<file path="src/qwt_pkg.sv">
// qwt_pkg: shared types and constants for the quoted word tokenizer.
// No dependencies; used by every module of the block.

package qwt_pkg;

    localparam logic [7:0] CH_QUOTE     = 8'h22;
    localparam logic [7:0] CH_BACKSLASH = 8'h5C;
    localparam logic [7:0] CH_SPACE     = 8'h20;
    localparam logic [7:0] CH_TAB       = 8'h09;
    localparam logic [7:0] CH_NEWLINE   = 8'h0A;

    localparam int MAX_RESULTS = 3;

    // configuration register indexes (paddr[4:3])
    localparam logic [1:0] REG_MASK_LOW  = 2'd0;
    localparam logic [1:0] REG_MASK_HIGH = 2'd1;
    localparam logic [1:0] REG_MAX_CHARS = 2'd2;

    typedef enum logic [1:0] {
        KIND_CHAR  = 2'd0,
        KIND_END   = 2'd1,
        KIND_TOKEN = 2'd2
    } kind_t;

    typedef enum logic [2:0] {
        MODE_IDLE   = 3'b001,
        MODE_WORD   = 3'b010,
        MODE_QUOTED = 3'b100
    } mode_t;

    typedef struct packed {
        kind_t      kind;
        logic [7:0] chr;
        logic       trunc;
    } result_t;

    // all results caused by one input item; count is 1..3 when queued
    typedef struct packed {
        result_t [MAX_RESULTS-1:0] res;
        logic [1:0]                count;
    } bundle_t;

    typedef struct packed {
        logic [63:0] mask_low;
        logic [63:0] mask_high;
        logic [7:0]  max_chars;
    } cfg_t;

endpackage

</file>
<file path="src/quoted_word_tokenizer_core.sv">
// quoted_word_tokenizer_core: top level with configuration registers, front
// scanner, bundle queue and output serializer. Depends on qwt_pkg and submodules.
//
//  channel  | signals                          | request
//  ---------+----------------------------------+--------------------------------------
//  s_       | tdata[7:0]=in_byte, tlast=line_end | one input character
//  m_       | tdata[7:0]=out_byte, [8]=truncated; tuser=kind; tlast=last_of_run
//  apb      | paddr 8*i, 64-bit pwdata/prdata  | register write / read
//
// Each input byte is scanned in the cycle it is accepted: one byte per cycle while the queue is not full.
// A byte yields zero to three results; results leave at one per cycle while m_tready is
// high, so the output serializer sets the rate when bytes yield more than one result.
// The queue holds QUEUE_DEPTH bundles; s_tready drops only when it is full.
// Reset (rst_n, async) clears scanner state, queue pointers and registers.

module quoted_word_tokenizer_core
#(
    parameter int QUEUE_DEPTH = 4
)
(
    input  logic        clk,
    input  logic        rst_n,
    input  logic        s_tvalid,
    output logic        s_tready,
    input  logic [7:0]  s_tdata,   // [7:0] in_byte
    input  logic        s_tlast,   // line_end
    output logic        m_tvalid,
    input  logic        m_tready,
    output logic [15:0] m_tdata,   // [7:0] out_byte, [8] truncated, rest zero
    output logic [1:0]  m_tuser,   // [1:0] kind
    output logic        m_tlast,   // last_of_run
    input  logic        psel,
    input  logic        penable,
    input  logic        pwrite,
    input  logic [4:0]  paddr,
    input  logic [63:0] pwdata,
    output logic [63:0] prdata,
    output logic        pready
);

    qwt_pkg::cfg_t    cfg_reg;
    qwt_pkg::bundle_t push_data, head;
    logic             q_push, q_pop, q_full, q_empty;
    logic             wr_en;
    logic [1:0]       reg_idx;

    assign pready  = 1'b1;
    assign reg_idx = paddr[4:3];
    assign wr_en   = psel && penable && pwrite && pready;

    always_ff @(posedge clk or negedge rst_n)
    begin
        if (!rst_n)
        begin
            cfg_reg.mask_low  <= 64'd0;
            cfg_reg.mask_high <= 64'd0;
            cfg_reg.max_chars <= 8'd255;
        end
        else if (wr_en)
        begin
            case (reg_idx)
                qwt_pkg::REG_MASK_LOW:  cfg_reg.mask_low  <= pwdata;
                qwt_pkg::REG_MASK_HIGH: cfg_reg.mask_high <= pwdata;
                qwt_pkg::REG_MAX_CHARS: cfg_reg.max_chars <= pwdata[7:0];
                default:                cfg_reg.max_chars <= cfg_reg.max_chars;
            endcase
        end
    end

    always_comb
    begin
        case (reg_idx)
            qwt_pkg::REG_MASK_LOW:  prdata = cfg_reg.mask_low;
            qwt_pkg::REG_MASK_HIGH: prdata = cfg_reg.mask_high;
            qwt_pkg::REG_MAX_CHARS: prdata = {56'd0, cfg_reg.max_chars};
            default:                prdata = 64'd0;
        endcase
    end

    qwt_front u_front
    (
        .clk      (clk),
        .rst_n    (rst_n),
        .in_valid (s_tvalid),
        .in_ready (s_tready),
        .in_byte  (s_tdata),
        .line_end (s_tlast),
        .cfg      (cfg_reg),
        .q_full   (q_full),
        .q_push   (q_push),
        .q_data   (push_data)
    );

    qwt_fifo #(.DEPTH(QUEUE_DEPTH)) u_fifo
    (
        .clk       (clk),
        .rst_n     (rst_n),
        .push      (q_push),
        .push_data (push_data),
        .full      (q_full),
        .pop       (q_pop),
        .pop_data  (head),
        .empty     (q_empty)
    );

    qwt_back u_back
    (
        .clk      (clk),
        .rst_n    (rst_n),
        .head     (head),
        .q_empty  (q_empty),
        .q_pop    (q_pop),
        .m_tvalid (m_tvalid),
        .m_tready (m_tready),
        .m_tdata  (m_tdata),
        .m_tuser  (m_tuser),
        .m_tlast  (m_tlast)
    );

endmodule

</file>
<file path="src/qwt_front.sv">
// qwt_front: accepts input bytes, runs the word scanner state and builds the
// result bundle of each byte. Depends on qwt_pkg.

module qwt_front
(
    input  logic            clk,
    input  logic            rst_n,
    input  logic            in_valid,
    output logic            in_ready,
    input  logic [7:0]      in_byte,
    input  logic            line_end,
    input  qwt_pkg::cfg_t   cfg,
    input  logic            q_full,
    output logic            q_push,
    output qwt_pkg::bundle_t q_data
);

    qwt_pkg::mode_t mode_reg, mode_next;
    logic           bs_reg, bs_next;
    logic [7:0]     len_reg, len_next;
    logic           ovf_reg, ovf_next;

    qwt_pkg::bundle_t bundle_c;
    logic [1:0]       n_c;
    logic             line_over;
    logic             in_word;
    logic             is_space;
    logic             is_token;
    logic             accept;

    assign line_over = line_end || (in_byte == 8'h00);
    assign in_word   = (mode_reg == qwt_pkg::MODE_WORD) || (mode_reg == qwt_pkg::MODE_QUOTED);
    assign is_space  = (in_byte == qwt_pkg::CH_SPACE) || (in_byte == qwt_pkg::CH_TAB) ||
                       (in_byte == qwt_pkg::CH_NEWLINE);
    assign is_token  = in_byte[7] ? 1'b0 :
                       in_byte[6] ? cfg.mask_high[in_byte[5:0]] : cfg.mask_low[in_byte[5:0]];

    always_comb
    begin
        mode_next = mode_reg;
        bs_next   = bs_reg;
        len_next  = len_reg;
        ovf_next  = ovf_reg;
        bundle_c  = '0;
        n_c       = 2'd0;

        if (line_over)
        begin
            if (in_word)
            begin
                if (bs_reg)
                begin
                    if (len_next < cfg.max_chars)
                    begin
                        bundle_c.res[n_c] = '{kind: qwt_pkg::KIND_CHAR,
                                              chr: qwt_pkg::CH_BACKSLASH, trunc: 1'b0};
                        n_c      = n_c + 2'd1;
                        len_next = len_next + 8'd1;
                    end
                    else
                    begin
                        ovf_next = 1'b1;
                    end
                end
                bundle_c.res[n_c] = '{kind: qwt_pkg::KIND_END, chr: 8'h00, trunc: ovf_next};
                n_c = n_c + 2'd1;
            end
            mode_next = qwt_pkg::MODE_IDLE;
            bs_next   = 1'b0;
            len_next  = 8'd0;
            ovf_next  = 1'b0;
        end
        else if (in_word && bs_reg && (in_byte == qwt_pkg::CH_QUOTE))
        begin
            // escaped quote: literal quote, byte consumed
            bs_next = 1'b0;
            if (len_next < cfg.max_chars)
            begin
                bundle_c.res[n_c] = '{kind: qwt_pkg::KIND_CHAR,
                                      chr: qwt_pkg::CH_QUOTE, trunc: 1'b0};
                n_c      = n_c + 2'd1;
                len_next = len_next + 8'd1;
            end
            else
            begin
                ovf_next = 1'b1;
            end
        end
        else
        begin
            if (in_word && bs_reg)
            begin
                // held backslash was not an escape: emit it, then the byte
                bs_next = 1'b0;
                if (len_next < cfg.max_chars)
                begin
                    bundle_c.res[n_c] = '{kind: qwt_pkg::KIND_CHAR,
                                          chr: qwt_pkg::CH_BACKSLASH, trunc: 1'b0};
                    n_c      = n_c + 2'd1;
                    len_next = len_next + 8'd1;
                end
                else
                begin
                    ovf_next = 1'b1;
                end
            end

            case (mode_reg)
                qwt_pkg::MODE_WORD:
                begin
                    if (is_space || is_token)
                    begin
                        bundle_c.res[n_c] = '{kind: qwt_pkg::KIND_END, chr: 8'h00,
                                              trunc: ovf_next};
                        n_c       = n_c + 2'd1;
                        mode_next = qwt_pkg::MODE_IDLE;
                        bs_next   = 1'b0;
                        len_next  = 8'd0;
                        ovf_next  = 1'b0;
                        if (is_token && !is_space)
                        begin
                            bundle_c.res[n_c] = '{kind: qwt_pkg::KIND_TOKEN, chr: in_byte,
                                                  trunc: 1'b0};
                            n_c = n_c + 2'd1;
                        end
                    end
                    else if (in_byte == qwt_pkg::CH_BACKSLASH)
                    begin
                        bs_next = 1'b1;
                    end
                    else if (len_next < cfg.max_chars)
                    begin
                        bundle_c.res[n_c] = '{kind: qwt_pkg::KIND_CHAR, chr: in_byte,
                                              trunc: 1'b0};
                        n_c      = n_c + 2'd1;
                        len_next = len_next + 8'd1;
                    end
                    else
                    begin
                        ovf_next = 1'b1;
                    end
                end
                qwt_pkg::MODE_QUOTED:
                begin
                    if (in_byte == qwt_pkg::CH_QUOTE)
                    begin
                        bundle_c.res[n_c] = '{kind: qwt_pkg::KIND_END, chr: 8'h00,
                                              trunc: ovf_next};
                        n_c       = n_c + 2'd1;
                        mode_next = qwt_pkg::MODE_IDLE;
                        bs_next   = 1'b0;
                        len_next  = 8'd0;
                        ovf_next  = 1'b0;
                    end
                    else if (in_byte == qwt_pkg::CH_BACKSLASH)
                    begin
                        bs_next = 1'b1;
                    end
                    else if (len_next < cfg.max_chars)
                    begin
                        bundle_c.res[n_c] = '{kind: qwt_pkg::KIND_CHAR, chr: in_byte,
                                              trunc: 1'b0};
                        n_c      = n_c + 2'd1;
                        len_next = len_next + 8'd1;
                    end
                    else
                    begin
                        ovf_next = 1'b1;
                    end
                end
                default:
                begin
                    // between words: start from a clean word state
                    mode_next = qwt_pkg::MODE_IDLE;
                    bs_next   = 1'b0;
                    len_next  = 8'd0;
                    ovf_next  = 1'b0;
                    if (is_space)
                    begin
                        mode_next = qwt_pkg::MODE_IDLE;
                    end
                    else if (is_token)
                    begin
                        bundle_c.res[n_c] = '{kind: qwt_pkg::KIND_TOKEN, chr: in_byte,
                                              trunc: 1'b0};
                        n_c = n_c + 2'd1;
                    end
                    else if (in_byte == qwt_pkg::CH_QUOTE)
                    begin
                        mode_next = qwt_pkg::MODE_QUOTED;
                    end
                    else
                    begin
                        mode_next = qwt_pkg::MODE_WORD;
                        if (in_byte == qwt_pkg::CH_BACKSLASH)
                        begin
                            bs_next = 1'b1;
                        end
                        else if (len_next < cfg.max_chars)
                        begin
                            bundle_c.res[n_c] = '{kind: qwt_pkg::KIND_CHAR, chr: in_byte,
                                                  trunc: 1'b0};
                            n_c      = n_c + 2'd1;
                            len_next = len_next + 8'd1;
                        end
                        else
                        begin
                            ovf_next = 1'b1;
                        end
                    end
                end
            endcase
        end
        bundle_c.count = n_c;
    end

    assign in_ready = !q_full;
    assign accept   = in_valid && in_ready;
    assign q_push   = accept && (n_c != 2'd0);
    assign q_data   = bundle_c;

    always_ff @(posedge clk or negedge rst_n)
    begin
        if (!rst_n)
        begin
            mode_reg <= qwt_pkg::MODE_IDLE;
            bs_reg   <= 1'b0;
            len_reg  <= 8'd0;
            ovf_reg  <= 1'b0;
        end
        else if (accept)
        begin
            mode_reg <= mode_next;
            bs_reg   <= bs_next;
            len_reg  <= len_next;
            ovf_reg  <= ovf_next;
        end
    end

endmodule

</file>
<file path="src/qwt_fifo.sv">
// qwt_fifo: short queue of result bundles between front and back.
// Depends on qwt_pkg for the bundle type.

module qwt_fifo
#(
    parameter int DEPTH = 4
)
(
    input  logic             clk,
    input  logic             rst_n,
    input  logic             push,
    input  qwt_pkg::bundle_t push_data,
    output logic             full,
    input  logic             pop,
    output qwt_pkg::bundle_t pop_data,
    output logic             empty
);

    localparam int PW = (DEPTH > 1) ? $clog2(DEPTH) : 1;
    localparam int CW = $clog2(DEPTH + 1);
    localparam logic [PW-1:0] LAST_PTR = PW'(DEPTH - 1);
    localparam logic [CW-1:0] FULL_CNT = CW'(DEPTH);

    qwt_pkg::bundle_t mem_reg [DEPTH];
    logic [PW-1:0]    wr_ptr_reg, rd_ptr_reg;
    logic [CW-1:0]    cnt_reg;
    logic             do_push, do_pop;

    assign full     = (cnt_reg == FULL_CNT);
    assign empty    = (cnt_reg == '0);
    assign do_push  = push && !full;
    assign do_pop   = pop && !empty;
    assign pop_data = mem_reg[rd_ptr_reg];

    always_ff @(posedge clk)
    begin
        if (do_push)
        begin
            mem_reg[wr_ptr_reg] <= push_data;
        end
    end

    always_ff @(posedge clk or negedge rst_n)
    begin
        if (!rst_n)
        begin
            wr_ptr_reg <= '0;
            rd_ptr_reg <= '0;
            cnt_reg    <= '0;
        end
        else
        begin
            if (do_push)
            begin
                wr_ptr_reg <= (wr_ptr_reg == LAST_PTR) ? '0 : wr_ptr_reg + PW'(1);
            end
            if (do_pop)
            begin
                rd_ptr_reg <= (rd_ptr_reg == LAST_PTR) ? '0 : rd_ptr_reg + PW'(1);
            end
            if (do_push && !do_pop)
            begin
                cnt_reg <= cnt_reg + CW'(1);
            end
            else if (do_pop && !do_push)
            begin
                cnt_reg <= cnt_reg - CW'(1);
            end
        end
    end

endmodule

</file>
<file path="src/qwt_back.sv">
// qwt_back: walks the results of the bundle at the queue head, one per cycle while m_tready
// is high, onto the output stream. Depends on qwt_pkg.

module qwt_back
(
    input  logic             clk,
    input  logic             rst_n,
    input  qwt_pkg::bundle_t head,
    input  logic             q_empty,
    output logic             q_pop,
    output logic             m_tvalid,
    input  logic             m_tready,
    output logic [15:0]      m_tdata,
    output logic [1:0]       m_tuser,
    output logic             m_tlast
);

    logic [1:0]        idx_reg;
    qwt_pkg::result_t  cur;
    logic              last;
    logic              fire;

    assign cur      = head.res[idx_reg];
    assign last     = (idx_reg == (head.count - 2'd1));
    assign m_tvalid = !q_empty;
    assign fire     = m_tvalid && m_tready;
    assign q_pop    = fire && last;

    assign m_tdata  = {7'b0, cur.trunc, cur.chr};
    assign m_tuser  = cur.kind;
    assign m_tlast  = last;

    always_ff @(posedge clk or negedge rst_n)
    begin
        if (!rst_n)
        begin
            idx_reg <= 2'd0;
        end
        else if (fire)
        begin
            idx_reg <= last ? 2'd0 : idx_reg + 2'd1;
        end
    end

endmodule

</file>
<file path="config.mk">
export PLATFORM = sky130hd
export DESIGN_NAME = quoted_word_tokenizer_core
export DESIGN_NICKNAME = d
export VERILOG_FILES = /design/src/qwt_pkg.sv /design/src/quoted_word_tokenizer_core.sv /design/src/qwt_front.sv /design/src/qwt_fifo.sv /design/src/qwt_back.sv
export SDC_FILE = /design/constraint.sdc
export NUM_CORES = 1
export LEC_CHECK = 0
export ABC_AREA = 1
export BUFFER_PORTS_ARGS = -buffer_cell sky130_fd_sc_hd__buf_2
export CORE_MARGIN = 4
export CORE_UTILIZATION = 50
export DETAILED_ROUTE_END_ITERATION = 8
export PLACE_DENSITY_LB_ADDON = 0.08
export SLEW_MARGIN = 20
export SYNTH_ARGS = -nofsm -noshare
export SYNTH_HDL_FRONTEND = slang
export SYNTH_SLANG_ARGS = --single-unit
</file>
<file path="constraint.sdc">
create_clock -name clk -period 5.05 [get_ports clk]
set_input_delay 0 -clock clk [delete_from_list [all_inputs] [get_ports clk]]
set_output_delay 0 -clock clk [all_outputs]
set_load 0.05 [all_outputs]
</file>
Word level (Yosys, flattened, before mapping)
Memory sizes are Yosys's and may differ from the RTL's.
Cells that the tools add are included.
{"block": "totals", "register_bits": 158, "ram_bits": 140, "mem_count": 1, "rom_bits": 0, "latch_bits": 0, "wordCells": 210, "out_inout_bits": 86}
{"name": "u_fifo.mem_reg", "depth": 4, "word_bits": 35, "rd": 1, "rd_ports_with_merged_regs": 0, "write_ports": 1, "line": "qwt_fifo.sv:24", "rtl": "qwt_pkg::bundle_t mem_reg [DEPTH];"}
{"block": "classes", "div": 0, "n_shift": 0, "n_reduce_logical": 35, "n_mux": 125, "eq_ne": 16, "addsub": 11, "mul": 0, "bitwise_logic": 0, "magnitude_cmp": 11}
{"op": "$mux W33", "n": 12}
{"op": "$pmux W64 S3", "n": 1}
{"op": "$bwmux W33", "n": 5}
{"op": "$mux W11", "n": 11}
{"op": "$mux W8", "n": 15}
{"op": "$demux W11 S2", "n": 3}
{"op": "$pmux W33 S2", "n": 1}
{"op": "$mux W2", "n": 22}
{"op": "$mux W1", "n": 36}
{"op": "$mux W3", "n": 9}
{"op": "$bmux W11 S2", "n": 1}
{"op": "$mux W22", "n": 1}
{"op": "$add A8 B1 Y8 const B", "n": 2}
{"op": "$eq A8 B4 Y1 const B", "n": 2}
{"op": "$eq A8 B6 Y1 const B", "n": 2}
{"op": "$logic_and A1 B1 Y1", "n": 16}
{"op": "$lt A8 B8 Y1", "n": 2}
{"op": "$pmux W8 S2", "n": 1}
{"op": "$add A2 B1 Y2 const B", "n": 6}
{"op": "$bmux W1 S6", "n": 2}
{"op": "$lt A2 B3 Y1 const B", "n": 4}
{"op": "$eq A8 B7 Y1 const B", "n": 1}
{"op": "$logic_not A8 Y1", "n": 1}
{"op": "$lt A1 B8 Y1 const A", "n": 1}
{"op": "23 further kinds", "n": 41}

Depth between registers and ports, before layout
{"block": "logic_depth", "ltp_word": 22, "depth_mapped": 37}

Modules after synthesis
From an unflattened synthesis, not the netlist that was laid out.
{"block": "unflattened", "cells_unflattened": 2186, "area_unflattened_um2": 16879.9}
{"mod": "quoted_word_tokenizer_core", "cells_per_inst": 802, "seq_area_each_um2": 3413.3, "instances": 1, "area_per_inst_um2": 6164.7}
{"mod": "qwt_fifo", "cells_per_inst": 469, "seq_area_each_um2": 4379.2, "instances": 1, "area_per_inst_um2": 6014.5}
{"mod": "qwt_front", "cells_per_inst": 826, "seq_area_each_um2": 326.6, "instances": 1, "area_per_inst_um2": 4234.1}
{"mod": "qwt_back", "cells_per_inst": 89, "seq_area_each_um2": 50.0, "instances": 1, "area_per_inst_um2": 466.7}

Worst setup path before layout
Ideal clock, no wire load.
{"block": "synth_path", "path_kind": "register to register", "from": "register cfg_reg[7] in the netlist's numbering", "to": "memory u_fifo.mem_reg[3][0] in the netlist's numbering, enable pin", "slack_ps": -172, "t_required_ps": 4627, "n_path_buf": 0, "synth_period_minus_slack_ps": 5222, "t_arrival_ps": 4798, "path_stages_with_launch": 25, "cell_sequence": "dfstp_2 > inv_1 > ha_1 > a21oi_1 > o21a_1 > nand2_1 > nor2_1 > xnor2_1 > o21ai_0 > ha_1 > a21oi_1 > o21a_1 > nand2_4 > inv_2 > ha_1 > nand2_1 > a21oi_1 > inv_1 > nand3_1 > nand2_1 > nand2_1 > nand2_1 > nand2_2 > o21bai_4 > nor2_1"}
{"element": "start: declaration", "line": "quoted_word_tokenizer_core.sv:41", "rtl": "qwt_pkg::cfg_t cfg_reg;"}
{"element": "end: declaration", "line": "qwt_fifo.sv:24"}

==> results.cfg <==
[run_status]
run_status = complete, no violations

[cts]
cts.sinks = 290
cts_tree = built
numCtsBuffers = 31
cts_max_level = 1
cts-root-buf = clkbuf_16
cts_buffer_depth = 3
clk_pin_slew_worst_paths_ns = 0.06
insertion_delay_ns = 0.56

[worst_setup_path]
path_class = reg2reg
max_stage_delay_ns = 0.54
required_ns = 5.47
cp_max_fo = 7
r2r_setup_slack_ns = 0.34
cp.arrival_ns = 5.13
critPathCaptureType = flip-flop
crit_top_cell = nand2_1
cp_slowest_cell = dfstp_2
worstRegToRegCells = 32
cp-start-kind = flip-flop

[cells_and_area]
fin_util_pct = 61.1
syn2layout_area_growth_pct = 19.3
fillers = 2705
drive_gt1_share_pct = 14.9
fin_nets = 2194
largest_register_ffs = 136
finalNonFillerCells = 2496

[placed_design]
io_buffers = 159
dp_hpwl_um = 29400
gp_congestion = 0.898
dp_cells = 2363

[timing]
finalSetupViolations = 0
setup-tns-final_ns = 0
tightest_slew_ns = 1.05
hold_violations = 0
max_slew_margin_pct = 29.9
hold-worst-slack_ns = 0.0395
fin_crit_sh_pct = 93.4
clock.fmax_ghz = 0.212
slew_violations = 0
skew_ns = 0.0222
period_minus_slack_ns = 4.71

[synthesis]
ys.flop_type = dfrtp_1
yosys.cell_types.count = 52
netlist.top_cell.by_area = edfxtp_1
yosysTopAreaCellShare_pct = 25.7
ys_async_sr_fraction_pct = 54.5
syn_inst = 1863
yosysSeqAreaShare_pct = 51.5
ys_warn_count = 0
yosysMostFrequentCell = nand2_1
synth_area_um2 = 15400
yosys_register_bits = 290
synth_edf_count = 132
syn_area_per_cell_um2 = 8.26
ys_top_cells_by_area = edfxtp_1 26%, dfrtp_1 24%, nand2_1 13%
netlist_top_cells_count = 518 x nand2_1, 238 x o21ai_0, 225 x inv_1

[detailed_routing]
wl_per_cell_um = 17.5
vias = 13500
drt_wl_total_um = 43600
drc = 0
viasPerCell = 5.41
ant_nets = 0
first_pass_iters = 5
drt_iter0_drc = 943

[die]
core_um2 = 30000
die_area_um2 = 33700
die_h_um = 183
start_util_pct = 51.3
die_w_um = 183
io_pins = 171
rows = 63

[global_route]
grt_pass1_wl_um = 70000
first_global_vias = 13000
grt_usage_pct = 25.8
antenna_found_initial = 1
grt_max_degree = 111
overflow = 0

[hold_path]
min_path_type = in2reg
hold_depth = 4

[power_and_ir_drop]
p_leak_uw = 0.00866
vdd_drop_max_mv = 0.313
finalPower_uw = 8560
p_per_area_nw_per_um2 = 466

[flow_run]
cap_violations = 0
==> kinds of logic after synthesis <==
logic type / after synthesis / share of synthesized area (%)
and+or+nand+nor: 793 / 21.4
AOI/OAI and AO/OA: 407 / 15.4
buffers and inverters: 335 / 8.88
DFF: 290 / 51.5
adders and majority gates: 28 / 2.32
xor gates and xnor gates: 8 / 0.455
other: 2 / 0.0488
==> cells in the final DEF (no fill, tap or decap), types with 12 or more instances in the layout <==
cell type / netlist / final
a21oi_1: 35 / 34
a22o_1: 19 / 19
buf_2: 6 / 158
nor2_1: 131 / 123
edfxtp_1: 132 / 132
inv_2: 14 / 15
nor2_2: 5 / 13
nand2_1: 518 / 515
inv_1: 225 / 224
clkbuf_16: 0 / 31
o211ai_1: 14 / 14
nand3_1: 91 / 91
conb_1: 2 / 12
dfrtp_1: 149 / 148
o221ai_1: 18 / 18
o21ai_0: 238 / 234
buf_4: 17 / 35
dlygate4sd3_1: 0 / 71
o22ai_1: 49 / 49
ha_1: 27 / 27
==> critical path, delay by kind of cell (launching register included) <==
kind                       cells  cell delay, ns
and+or+nand+nor               12            1.01
adders and majority gates      5            1.39
AOI/OAI and AO/OA              8            1.08
DFF                            1            0.54
xor gates and xnor gates       1            0.16
buffers and inverters          6            0.40
==> layout make-up <==
class,instances,area [um^2],share of cell area [%]
flip-flops and latches,290,7930,43.2
multi-input cells,1248,6190,33.7
repair buffers,270,1880,10.2
inverters,240,901,4.91
clock buffers,48,900,4.90
well taps,390,488,2.66
clock inverters,9,68.8,0.375
diodes,1,2.50,0.0136
==> repair_timing <==
action	4_1_cts	5_1_grt
hold buffers	71	0
hold endpoints to repair	259	0
gates resized for setup	0	13
endpoints found under the setup margin	0	2
setup buffers	0	4
==> path summary, 6_finish.rpt <==
| path | start | end |
|---|---|---|
| max reg2reg | cfg_reg[3]$_DFFE_PN1P_ | u_fifo.cnt_reg[2]$_DFFE_PN0P_ |
| max in group asynchronous | rst_n | cfg_reg[53]$_DFFE_PN0P_ |
| max | cfg_reg[3]$_DFFE_PN1P_ | u_fifo.cnt_reg[2]$_DFFE_PN0P_ |
| min in group asynchronous | rst_n | cfg_reg[95]$_DFFE_PN0P_ |
| min | paddr[3] | cfg_reg[81]$_DFFE_PN0P_ |
| min reg2reg | cfg_reg[98]$_DFFE_PN0P_ | cfg_reg[98]$_DFFE_PN0P_ |
==> where the power goes <==
part / switching, uW / leakage [uW] / internal, uW
Combinational: 2290 / 0.00496 / 986
Clock: 898 / 0.000473 / 1270
Sequential: 234 / 0.00322 / 2900
Total: 3420 / 0.00866 / 5150
==> per-layer routing <==
metal / global-route usage, % / up-vias / share of wire [%]
li1: - / 6594 / -
met1: 36.4 / 6405 / 44
met2: 42.3 / 434 / 47
met3: 3.40 / 74 / 5.9
met4: 7.03 / 0 / 2.7
met5: 0 / - / 0
==> per-stage QoR <==
stage | worst slack (ns) | cell area, um^2
after global routing | -0.00572 | 18400
after CTS | 0.0960 | 18300
after detailed placement | 0.111 | 16600
after floorplan | -0.172 | 15400
final | 0.335 | 18400
after global placement | 0.186 | 16600
(Power assumes the default switching activity.)
